<file path="config.mk">
export PLATFORM = sky130hd
export DESIGN_NAME = nearest_rect_select_top_flat
export DESIGN_NICKNAME = d
export VERILOG_FILES = /design/src/sv/nrs_pkg.sv /design/src/sv/nrs_rect_if.sv /design/src/sv/nrs_result_if.sv /design/src/sv/nrs_gap.sv /design/src/sv/nrs_dist.sv /design/src/sv/nrs_accum.sv /design/src/sv/nearest_rect_select_top.sv /design/src/flat_wrapper.sv
export VERILOG_INCLUDE_DIRS = /design/src /design/src/sv
export SDC_FILE = /design/constraint.sdc
export NUM_CORES = 2
export LEC_CHECK = 0
export BUFFER_PORTS_ARGS = -buffer_cell sky130_fd_sc_hd__buf_2
export CAP_MARGIN = 20
export CORE_MARGIN = 1
export CORE_UTILIZATION = 51
export DETAILED_ROUTE_END_ITERATION = 7
export PLACE_DENSITY = 0.68
export SYNTH_ARGS = -nofsm -noshare
export SYNTH_HDL_FRONTEND = slang
export SYNTH_SLANG_ARGS = --single-unit
</file>
<file path="constraint.sdc">
create_clock -name clk -period 8.95 [get_ports clk]
set_input_delay 0.4475 -clock clk [delete_from_list [all_inputs] [get_ports clk]]
set_output_delay 0.4475 -clock clk [all_outputs]
set_load 0.02 [all_outputs]
</file>
<file path="src/sv/nearest_rect_select_top_macros.svh">
// Assertion macros used by the nearest rectangle select top level.
`ifndef NEAREST_RECT_SELECT_TOP_MACROS_SVH
`define NEAREST_RECT_SELECT_TOP_MACROS_SVH

// Check a consequence in the same cycle as its trigger.
`define NRS_ASSERT_NOW(lbl, ante, cons, msg) \
  lbl: assert property (@(posedge clk) disable iff (!rst_n) (ante) |-> (cons)) \
    else $error(msg);

// Check a consequence in the cycle after its trigger.
`define NRS_ASSERT_NEXT(lbl, ante, cons, msg) \
  lbl: assert property (@(posedge clk) disable iff (!rst_n) (ante) |=> (cons)) \
    else $error(msg);

`endif

</file>
<file path="src/sv/nrs_pkg.sv">
// Shared constants and types of the nearest rectangle select block.
package nrs_pkg;

  localparam int COORD_BITS_DEF = 16;
  localparam int MAX_RECTS_DEF  = 256;
  localparam int INDEX_LIMIT    = 256;
  localparam int INDEX_BITS     = 8;
  localparam int CFG_IDX_BITS   = 1;

  typedef enum logic [CFG_IDX_BITS-1:0] {
    REG_CARET_X = 1'b0,
    REG_CARET_Y = 1'b1
  } cfg_reg_t;

  // Control that travels with each request down the pipeline.
  typedef struct packed {
    logic valid;
    logic qual;
    logic last;
  } stage_ctl_t;

  typedef struct packed {
    logic last_fire;
    logic list_clear;
  } acc_status_t;

endpackage

</file>
<file path="src/sv/nrs_rect_if.sv">
// Request channel carrying one candidate rectangle.
interface nrs_rect_if #(
  parameter int COORD_BITS = 16
);
  logic                         valid;
  logic                         ready;
  logic signed [COORD_BITS-1:0] rect_x;
  logic signed [COORD_BITS-1:0] rect_y;
  logic signed [COORD_BITS-1:0] rect_width;
  logic signed [COORD_BITS-1:0] rect_height;
  logic                         last_rect;

  modport source (output valid, rect_x, rect_y, rect_width, rect_height, last_rect,
                  input ready);
  modport sink (input valid, rect_x, rect_y, rect_width, rect_height, last_rect,
                output ready);
endinterface

</file>
<file path="src/sv/nrs_result_if.sv">
// Result channel carrying the selection for one rectangle list.
interface nrs_result_if;
  import nrs_pkg::*;

  logic                  valid;
  logic                  ready;
  logic                  found;
  logic [INDEX_BITS-1:0] best_index;
  logic                  overflow;

  modport source (output valid, found, best_index, overflow, input ready);
  modport sink (input valid, found, best_index, overflow, output ready);
endinterface

</file>
<file path="src/sv/nrs_gap.sv">
// Input register and per-axis gap from the caret to the rectangle span.
module nrs_gap #(
  parameter int COORD_BITS = 16
) (
  input  logic                         clk,
  input  logic                         rst_n,
  input  logic signed [COORD_BITS-1:0] caret_x,
  input  logic signed [COORD_BITS-1:0] caret_y,
  nrs_rect_if.sink                     in_rect,
  input  logic                         up_ready,
  output nrs_pkg::stage_ctl_t          s1_ctl,
  output logic [COORD_BITS-1:0]        gap_x,
  output logic [COORD_BITS-1:0]        gap_y
);
  import nrs_pkg::*;

  localparam int EW = COORD_BITS + 2;

  logic                         s0_valid_r;
  logic                         s0_last_r;
  logic signed [COORD_BITS-1:0] s0_x_r;
  logic signed [COORD_BITS-1:0] s0_y_r;
  logic signed [COORD_BITS-1:0] s0_w_r;
  logic signed [COORD_BITS-1:0] s0_h_r;

  logic                         s1_valid_r;
  logic                         s1_qual_r;
  logic                         s1_last_r;
  logic [COORD_BITS-1:0]        gap_x_r;
  logic [COORD_BITS-1:0]        gap_y_r;

  logic                         gap_x_nxt;
  logic [COORD_BITS-1:0]        gx_nxt;
  logic [COORD_BITS-1:0]        gy_nxt;
  logic                         qual_nxt;
  logic                         s1_free;
  logic                         s0_fire;

  // Distance from pt to [st, st+sz-1]; zero inside. Fits COORD_BITS unsigned for sz > 0.
  function automatic logic [COORD_BITS-1:0] span_gap(
    input logic signed [COORD_BITS-1:0] pt,
    input logic signed [COORD_BITS-1:0] st,
    input logic signed [COORD_BITS-1:0] sz
  );
    logic signed [EW-1:0] p_e;
    logic signed [EW-1:0] s_e;
    logic signed [EW-1:0] z_e;
    logic signed [EW-1:0] e_e;
    logic signed [EW-1:0] diff;
    p_e  = {{2{pt[COORD_BITS-1]}}, pt};
    s_e  = {{2{st[COORD_BITS-1]}}, st};
    z_e  = {{2{sz[COORD_BITS-1]}}, sz};
    e_e  = s_e + z_e - EW'(1);
    if (p_e < s_e) begin
      diff = s_e - p_e;
    end else if (p_e > e_e) begin
      diff = p_e - e_e;
    end else begin
      diff = '0;
    end
    return diff[COORD_BITS-1:0];
  endfunction

  assign s1_free       = !s1_valid_r || up_ready;
  assign s0_fire       = s0_valid_r && s1_free;
  assign in_rect.ready = !s0_valid_r || s0_fire;

  always_comb begin
    gx_nxt    = span_gap(caret_x, s0_x_r, s0_w_r);
    gy_nxt    = span_gap(caret_y, s0_y_r, s0_h_r);
    // Skip rectangles whose width or height is zero or negative.
    qual_nxt  = !s0_w_r[COORD_BITS-1] && (|s0_w_r) && !s0_h_r[COORD_BITS-1] && (|s0_h_r);
    gap_x_nxt = 1'b0;
  end

  always_ff @(posedge clk) begin
    if (!rst_n) begin
      s0_valid_r <= 1'b0;
    end else if (in_rect.ready) begin
      s0_valid_r <= in_rect.valid;
    end
  end

  always_ff @(posedge clk) begin
    if (in_rect.valid && in_rect.ready) begin
      s0_x_r    <= in_rect.rect_x;
      s0_y_r    <= in_rect.rect_y;
      s0_w_r    <= in_rect.rect_width;
      s0_h_r    <= in_rect.rect_height;
      s0_last_r <= in_rect.last_rect;
    end
  end

  always_ff @(posedge clk) begin
    if (!rst_n) begin
      s1_valid_r <= 1'b0;
    end else if (s1_free) begin
      s1_valid_r <= s0_valid_r;
    end
  end

  always_ff @(posedge clk) begin
    if (s0_fire) begin
      gap_x_r   <= gx_nxt | {COORD_BITS{gap_x_nxt}};
      gap_y_r   <= gy_nxt;
      s1_qual_r <= qual_nxt;
      s1_last_r <= s0_last_r;
    end
  end

  assign s1_ctl.valid = s1_valid_r;
  assign s1_ctl.qual  = s1_qual_r;
  assign s1_ctl.last  = s1_last_r;
  assign gap_x        = gap_x_r;
  assign gap_y        = gap_y_r;

endmodule

</file>
<file path="src/sv/nrs_dist.sv">
// Squares of the two axis gaps, registered.
module nrs_dist #(
  parameter int COORD_BITS = 16
) (
  input  logic                    clk,
  input  logic                    rst_n,
  input  nrs_pkg::stage_ctl_t     s1_ctl,
  input  logic [COORD_BITS-1:0]   gap_x,
  input  logic [COORD_BITS-1:0]   gap_y,
  output logic                    up_ready,
  input  logic                    dn_ready,
  output nrs_pkg::stage_ctl_t     s2_ctl,
  output logic [2*COORD_BITS-1:0] sq_x,
  output logic [2*COORD_BITS-1:0] sq_y
);
  import nrs_pkg::*;

  logic                    s2_valid_r;
  logic                    s2_qual_r;
  logic                    s2_last_r;
  logic [2*COORD_BITS-1:0] sq_x_r;
  logic [2*COORD_BITS-1:0] sq_y_r;
  logic [2*COORD_BITS-1:0] sq_x_nxt;
  logic [2*COORD_BITS-1:0] sq_y_nxt;
  logic                    s2_free;

  assign s2_free  = !s2_valid_r || dn_ready;
  assign up_ready = s2_free;

  always_comb begin
    sq_x_nxt = {{COORD_BITS{1'b0}}, gap_x} * {{COORD_BITS{1'b0}}, gap_x};
    sq_y_nxt = {{COORD_BITS{1'b0}}, gap_y} * {{COORD_BITS{1'b0}}, gap_y};
  end

  always_ff @(posedge clk) begin
    if (!rst_n) begin
      s2_valid_r <= 1'b0;
    end else if (s2_free) begin
      s2_valid_r <= s1_ctl.valid;
    end
  end

  always_ff @(posedge clk) begin
    if (s1_ctl.valid && s2_free) begin
      sq_x_r    <= sq_x_nxt;
      sq_y_r    <= sq_y_nxt;
      s2_qual_r <= s1_ctl.qual;
      s2_last_r <= s1_ctl.last;
    end
  end

  assign s2_ctl.valid = s2_valid_r;
  assign s2_ctl.qual  = s2_qual_r;
  assign s2_ctl.last  = s2_last_r;
  assign sq_x         = sq_x_r;
  assign sq_y         = sq_y_r;

endmodule

</file>
<file path="src/sv/nrs_accum.sv">
// Running best-distance tracker and result register for one rectangle list.
module nrs_accum #(
  parameter int COORD_BITS = 16,
  parameter int CAPACITY   = 256
) (
  input  logic                    clk,
  input  logic                    rst_n,
  input  nrs_pkg::stage_ctl_t     s2_ctl,
  input  logic [2*COORD_BITS-1:0] sq_x,
  input  logic [2*COORD_BITS-1:0] sq_y,
  output logic                    up_ready,
  nrs_result_if.source            out_result,
  output nrs_pkg::acc_status_t    acc_stat
);
  import nrs_pkg::*;

  localparam int DW    = 2 * COORD_BITS + 1;
  localparam int CNT_W = $clog2(CAPACITY + 1);

  logic [DW-1:0]         best_r;
  logic [DW-1:0]         best_nxt;
  logic [INDEX_BITS-1:0] pos_r;
  logic [INDEX_BITS-1:0] pos_nxt;
  logic                  any_r;
  logic                  any_nxt;
  logic                  ovf_r;
  logic                  ovf_nxt;
  logic [CNT_W-1:0]      cnt_r;
  logic [CNT_W-1:0]      cnt_nxt;

  logic                  out_valid_r;
  logic                  out_found_r;
  logic [INDEX_BITS-1:0] out_index_r;
  logic                  out_ovf_r;
  logic                  out_found_nxt;
  logic [INDEX_BITS-1:0] out_index_nxt;
  logic                  out_ovf_nxt;

  logic [DW-1:0]         sum_sq;
  logic                  out_free;
  logic                  fire;
  logic                  last_fire;

  assign sum_sq    = {1'b0, sq_x} + {1'b0, sq_y};
  assign out_free  = !out_valid_r || out_result.ready;
  // Hold a last request until the result register is free.
  assign fire      = s2_ctl.valid && (!s2_ctl.last || out_free);
  assign last_fire = fire && s2_ctl.last;
  assign up_ready  = !s2_ctl.valid || fire;

  always_comb begin
    best_nxt = best_r;
    pos_nxt  = pos_r;
    any_nxt  = any_r;
    ovf_nxt  = ovf_r;
    cnt_nxt  = cnt_r;
    if (fire) begin
      if (cnt_r == CNT_W'(CAPACITY)) begin
        ovf_nxt = 1'b1;
      end else begin
        // Strictly smaller wins, so the earlier rectangle keeps a tie.
        if (s2_ctl.qual && (!any_r || sum_sq < best_r)) begin
          best_nxt = sum_sq;
          pos_nxt  = INDEX_BITS'(cnt_r);
          any_nxt  = 1'b1;
        end
        cnt_nxt = cnt_r + CNT_W'(1);
      end
    end
    out_found_nxt = any_nxt;
    out_index_nxt = any_nxt ? pos_nxt : '0;
    out_ovf_nxt   = ovf_nxt;
    if (last_fire) begin
      best_nxt = '1;
      pos_nxt  = '0;
      any_nxt  = 1'b0;
      ovf_nxt  = 1'b0;
      cnt_nxt  = '0;
    end
  end

  always_ff @(posedge clk) begin
    if (!rst_n) begin
      best_r <= '1;
      pos_r  <= '0;
      any_r  <= 1'b0;
      ovf_r  <= 1'b0;
      cnt_r  <= '0;
    end else begin
      best_r <= best_nxt;
      pos_r  <= pos_nxt;
      any_r  <= any_nxt;
      ovf_r  <= ovf_nxt;
      cnt_r  <= cnt_nxt;
    end
  end

  always_ff @(posedge clk) begin
    if (!rst_n) begin
      out_valid_r <= 1'b0;
    end else if (last_fire) begin
      out_valid_r <= 1'b1;
    end else if (out_result.ready) begin
      out_valid_r <= 1'b0;
    end
  end

  always_ff @(posedge clk) begin
    if (last_fire) begin
      out_found_r <= out_found_nxt;
      out_index_r <= out_index_nxt;
      out_ovf_r   <= out_ovf_nxt;
    end
  end

  assign out_result.valid      = out_valid_r;
  assign out_result.found      = out_found_r;
  assign out_result.best_index = out_index_r;
  assign out_result.overflow   = out_ovf_r;

  assign acc_stat.last_fire  = last_fire;
  assign acc_stat.list_clear = (cnt_r == '0) && !any_r && !ovf_r;

endmodule

</file>
<file path="src/sv/nearest_rect_select_top.sv">
// Top level of the nearest rectangle select block.
// Picks, from a streamed list of rectangles, the first one closest to a caret
// point. Registers caret_x (index 0) and caret_y (index 1) are written through
// cfg_we / cfg_index / cfg_data; the user writes them only while the block is
// idle, which the block does not enforce. in_rect takes one rectangle request
// per cycle while ready is high; last_rect closes the list. Rectangles with
// zero or negative width or height are skipped. The distance is the sum of the
// squared per-axis gaps from the caret to the rectangle. out_result gives one
// result per list: found, best_index, overflow. Items past the capacity of
// min(MAX_RECTS, 256) are not compared and set overflow. Requests pass through
// a four-register pipeline (input, gap, square, best/result); a last request
// loads the result register as it leaves the square stage.
// Reset clears the pipeline, the list state and both caret registers.
// When out_result stalls, the pipeline keeps taking non-last requests; a last
// request waits in the square stage, and in_rect drops ready once the stages
// behind it fill.
`include "nearest_rect_select_top_macros.svh"

module nearest_rect_select_top #(
  parameter int MAX_RECTS  = nrs_pkg::MAX_RECTS_DEF,
  parameter int COORD_BITS = nrs_pkg::COORD_BITS_DEF
) (
  input  logic                                clk,
  input  logic                                rst_n,
  input  logic                                cfg_we,
  input  logic [nrs_pkg::CFG_IDX_BITS-1:0]    cfg_index,
  input  logic [COORD_BITS-1:0]               cfg_data,
  nrs_rect_if.sink                            in_rect,
  nrs_result_if.source                        out_result
);
  import nrs_pkg::*;

  localparam int CAPACITY = (MAX_RECTS < INDEX_LIMIT) ? MAX_RECTS : INDEX_LIMIT;

  logic signed [COORD_BITS-1:0] caret_x_r;
  logic signed [COORD_BITS-1:0] caret_y_r;

  stage_ctl_t                   s1_ctl;
  stage_ctl_t                   s2_ctl;
  acc_status_t                  acc_stat;
  logic [COORD_BITS-1:0]        gap_x;
  logic [COORD_BITS-1:0]        gap_y;
  logic [2*COORD_BITS-1:0]      sq_x;
  logic [2*COORD_BITS-1:0]      sq_y;
  logic                         dist_up_ready;
  logic                         acc_up_ready;

  always_ff @(posedge clk) begin
    if (!rst_n) begin
      caret_x_r <= '0;
      caret_y_r <= '0;
    end else if (cfg_we) begin
      case (cfg_reg_t'(cfg_index))
        REG_CARET_X: caret_x_r <= cfg_data;
        REG_CARET_Y: caret_y_r <= cfg_data;
        default: ;
      endcase
    end
  end

  nrs_gap #(
    .COORD_BITS (COORD_BITS)
  ) u_gap (
    .clk      (clk),
    .rst_n    (rst_n),
    .caret_x  (caret_x_r),
    .caret_y  (caret_y_r),
    .in_rect  (in_rect),
    .up_ready (dist_up_ready),
    .s1_ctl   (s1_ctl),
    .gap_x    (gap_x),
    .gap_y    (gap_y)
  );

  nrs_dist #(
    .COORD_BITS (COORD_BITS)
  ) u_dist (
    .clk      (clk),
    .rst_n    (rst_n),
    .s1_ctl   (s1_ctl),
    .gap_x    (gap_x),
    .gap_y    (gap_y),
    .up_ready (dist_up_ready),
    .dn_ready (acc_up_ready),
    .s2_ctl   (s2_ctl),
    .sq_x     (sq_x),
    .sq_y     (sq_y)
  );

  nrs_accum #(
    .COORD_BITS (COORD_BITS),
    .CAPACITY   (CAPACITY)
  ) u_accum (
    .clk        (clk),
    .rst_n      (rst_n),
    .s2_ctl     (s2_ctl),
    .sq_x       (sq_x),
    .sq_y       (sq_y),
    .up_ready   (acc_up_ready),
    .out_result (out_result),
    .acc_stat   (acc_stat)
  );

  `NRS_ASSERT_NEXT(a_list_clear, acc_stat.last_fire, acc_stat.list_clear, "list state kept after last request")
  `NRS_ASSERT_NOW(a_no_overwrite, out_result.valid && !out_result.ready, !acc_stat.last_fire, "result overwritten while stalled")
  `NRS_ASSERT_NOW(a_stall_cause, !in_rect.ready, s1_ctl.valid && s2_ctl.valid, "input stalled with an empty stage")
  `NRS_ASSERT_NOW(a_empty_index, out_result.valid && !out_result.found, out_result.best_index == '0, "index set with nothing found")

endmodule

</file>
<file path="src/flat_wrapper.sv">
// flat-port wrapper written by rule: the top's interface ports become plain ports
module nearest_rect_select_top_flat import nrs_pkg::*;
#(
  parameter int MAX_RECTS  = nrs_pkg::MAX_RECTS_DEF,
  parameter int COORD_BITS = nrs_pkg::COORD_BITS_DEF
)
  (clk, rst_n, cfg_we, cfg_index, cfg_data, in_rect_valid, in_rect_rect_x, in_rect_rect_y, in_rect_rect_width, in_rect_rect_height, in_rect_last_rect, in_rect_ready, out_result_valid, out_result_found, out_result_best_index, out_result_overflow, out_result_ready);
  nrs_rect_if #(.COORD_BITS(COORD_BITS)) in_rect_i ();
  nrs_result_if out_result_i ();
  input  logic clk;
  input  logic rst_n;
  input  logic cfg_we;
  input  logic [nrs_pkg::CFG_IDX_BITS-1:0] cfg_index;
  input  logic [COORD_BITS-1:0] cfg_data;
  input wire logic [$bits(in_rect_i.valid)-1:0] in_rect_valid;
  input wire logic [$bits(in_rect_i.rect_x)-1:0] in_rect_rect_x;
  input wire logic [$bits(in_rect_i.rect_y)-1:0] in_rect_rect_y;
  input wire logic [$bits(in_rect_i.rect_width)-1:0] in_rect_rect_width;
  input wire logic [$bits(in_rect_i.rect_height)-1:0] in_rect_rect_height;
  input wire logic [$bits(in_rect_i.last_rect)-1:0] in_rect_last_rect;
  output wire logic [$bits(in_rect_i.ready)-1:0] in_rect_ready;
  output wire logic [$bits(out_result_i.valid)-1:0] out_result_valid;
  output wire logic [$bits(out_result_i.found)-1:0] out_result_found;
  output wire logic [$bits(out_result_i.best_index)-1:0] out_result_best_index;
  output wire logic [$bits(out_result_i.overflow)-1:0] out_result_overflow;
  input wire logic [$bits(out_result_i.ready)-1:0] out_result_ready;
  assign in_rect_i.valid = in_rect_valid;
  assign in_rect_i.rect_x = in_rect_rect_x;
  assign in_rect_i.rect_y = in_rect_rect_y;
  assign in_rect_i.rect_width = in_rect_rect_width;
  assign in_rect_i.rect_height = in_rect_rect_height;
  assign in_rect_i.last_rect = in_rect_last_rect;
  assign in_rect_ready = in_rect_i.ready;
  assign out_result_valid = out_result_i.valid;
  assign out_result_found = out_result_i.found;
  assign out_result_best_index = out_result_i.best_index;
  assign out_result_overflow = out_result_i.overflow;
  assign out_result_i.ready = out_result_ready;
  nearest_rect_select_top #(.MAX_RECTS(MAX_RECTS), .COORD_BITS(COORD_BITS)) u_core (.clk(clk), .rst_n(rst_n), .cfg_we(cfg_we), .cfg_index(cfg_index), .cfg_data(cfg_data), .in_rect(in_rect_i), .out_result(out_result_i));
endmodule
</file>
==> metrics.txt <==
syn nets=between 4k and 5k; top_reg_cell synth=edfxtp_1; grt total ovfl=0; starting density of the core=approximately half; hold_ws=roughly 0.034 ns; Num CTS Buffers=29; critical path class=flop to flop; Hold-fix buffers, CTS=12; gr usage total=a little over a fifth; vias=~21k; Slew @ Worst Pin=roughly 1.2 ns; min-delay worst type=input port to flop; clk_skew=slightly below 0.04 ns; critical path peak fanout=17; initial antenna violation count=0; post-route cell area=between 0.03 and 0.04 sq mm; P&R area growth vs syn=7.695%; Critical Path AT=7.33 ns; DR iter-0 viols=between 1k and 1.5k; Peak Freq=roughly 140 MHz; Die Area=about 0.060 sq mm; global-route wire length before repair=106500 microns; RSZ-0062 raised after global routing=false; Placed Area=0.03130 sq mm; CTS tree=built; flop2flop setup slack=between 1.5 and 2 ns; drt wl/cell=15.62 microns; synthesized cell area=between 0.03 and 0.04 sq mm; number of synthesized flops with an enable pin=around 170; status=finished clean; post-synthesis cell type count=between 70 and 80; crit path time final=approximately 7.0 ns; final core occ=between 50% and 60%; Nets=4088; post-CTS setup buffer count=0; Slew Limit Fails=0; fillcell total=around 5.2k; CTS Buffer Depth=3; Remaining DRCs=0; Final Cycle Share=around four fifths; syn avg cell area=~9.4 sq um; # rows=88; Die X=244.7 microns; dpl hpwl=between 50000 and 60000 microns; layout cells sized above 1=between 5 and 6%; Mapped Cells=roughly 3.2k; Die Ht=roughly 240 microns; FF+latch count, synth=261; RePlAce Congestion=slightly above 0.9; Worst slew margin=a little under a quarter; ys async rst share=0%; CTS clk-pin slew, worst paths=0.06 ns; DRT Pass-1 Iters=5; Buffers on Ports=98; pin count of the biggest net entering global routing=66; Via-to-Cell Ratio=around 5.3; Ys Warns=0; antenna cells=0; number of I/O pins=99; Root Driver=clkbuf_16; CP startpoint kind=flop; CP endpoint kind=flop; Hold Violations, Final=0; drt total wl=63500 microns; CTS HTree Levels=1; core area=0.05792 sq mm; Worst-Skew Late Latency=slightly below 0.6 ns; sequential area share after synthesis=between 20 and 25%; Final ANT Viol Nets=0; CTS Sinks=about 260; post-cts gate resize count=0; TNS Setup=0 ns; vias in the first global route=roughly 23k; # setup viols final=0; Max-Cap Viols=0; Critical Path RT=approximately 9 ns
[cell usage after synthesis, types with 50 or more instances]
cell type	count	area share [%]
a21o_1	72	1.8
nor2b_1	52	1.1
clkbuf_1	65	0.81
and2_1	87	1.8
nand2_1	299	3.7
o21ai_0	50	0.83
fa_1	330	22
ha_1	393	16
inv_1	725	9.1
nor2_1	145	1.8
a21oi_1	111	1.8
edfxtp_1	173	17
xor2_1	61	1.8
xnor2_1	104	3.0
dfxtp_1	88	5.9
[cell type report]
cell class	count	area [sq um]	area share (%)
Multi-Input combinational cell	2146	20140	62.23
Sequential cell	261	6957	21.50
Inverter	725	2721	8.409
Tap cell	765	957.2	2.958
Clock buffer	44	840.8	2.598
Timing Repair Buffer	115	648.1	2.003
Clock inverter	10	97.59	0.3016
[registers in the layout, summed over array words and instances, names as in the netlist, 8 cells and up]
name	count
u_core.caret_y_r	16
u_core.u_gap.s0_x_r	16
u_core.u_gap.s0_h_r	16
u_core.u_accum.out_result.best_index	8
u_core.u_accum.best_r	33
u_core.caret_x_r	16
u_core.u_gap.gap_x	16
u_core.u_gap.s0_w_r	16
u_core.u_dist.sq_x	31
u_core.u_dist.sq_y	31
u_core.u_accum.cnt_r	9
u_core.u_accum.pos_r	8
u_core.u_gap.s0_y_r	16
u_core.u_gap.gap_y	16
[metal layers]
layer / vias to the layer above / part of all wire (%) / GRT usage [%] / routed length, microns
li1: 10476 / - / - / -
met1: 10382 / 43 / 27.20 / 27200
met2: 469 / 50 / 39.59 / 31770
met3: 99 / 3.8 / 2.209 / 2411
met4: 0 / 3.3 / 6.673 / 2117
met5: - / 0 / 0 / 0
[through the flow]
step / cells / worst slack, ns
6_report: 4066 / 1.920
5_1_grt: 4066 / 1.512
4_1_cts: 4066 / 1.891
3_5_place_dp: 4000 / 1.971
3_3_place_gp: 4000 / 2.218
2_1_floorplan: 3203 / 2.628
[cell families (layout without fill, tap and decap cells)]
group,after synthesis,count (layout),synth area share [%]
AOI/OAI and AO/OA,471,471,10.71
and+or+nand+nor,748,748,11.68
buffers and inverters,796,894,9.997
adders and majority gates,723,723,38.35
DFF,261,261,23.15
muxes,39,39,1.307
xor gates and xnor gates,165,165,4.809
[cells in the final DEF, fill, tap and decap left out, types with 30 or more instances in the layout]
master	synthesis	layout
clkbuf_16	0	30
o21ai_0	50	50
and2_1	87	87
buf_2	4	98
nand2_1	299	299
o21a_1	47	47
a21oi_1	111	111
ha_1	393	393
a21boi_0	39	38
nor3_1	33	33
inv_1	725	725
a21o_1	72	72
xor2_1	61	61
dfxtp_1	88	88
xnor2_1	104	104
nor2b_1	52	51
mux2i_1	37	37
fa_1	330	330
edfxtp_1	173	173
nor2_1	145	145
[critical path, stage by stage, from the launching register on]
cell and delay (ns):
edfxtp_1 0.77, nand2_1 0.21, fa_1 0.54, fa_1 0.55, inv_1 0.04, ha_1 0.21
fa_1 0.50, fa_1 0.49, inv_1 0.05, fa_1 0.55, inv_1 0.05, ha_1 0.22
or2_1 0.26, a2111oi_0 0.76, o21ai_1 0.27, nand4_1 0.22, a21oi_1 0.15, o31a_1 0.29
o21a_1 0.18, nor2_1 0.16, o21ai_1 0.12, xor2_1 0.15
[worst paths after layout]
path	end	depth (start not counted)	start
setup reg to reg	u_core.u_dist.sq_y[30]	21	u_core.u_gap.gap_y[6]
hold / removal	u_core.u_gap.s0_w_r[6]	1	in_rect_rect_width[6]
hold reg to reg	u_core.u_gap.s1_last_r	0	u_core.u_gap.s0_last_r
setup / recovery	u_core.u_dist.sq_y[30]	21	u_core.u_gap.gap_y[6]
Power is not shown: default switching activity piles up to over one toggle a cycle in this logic, so the estimate is an artifact.
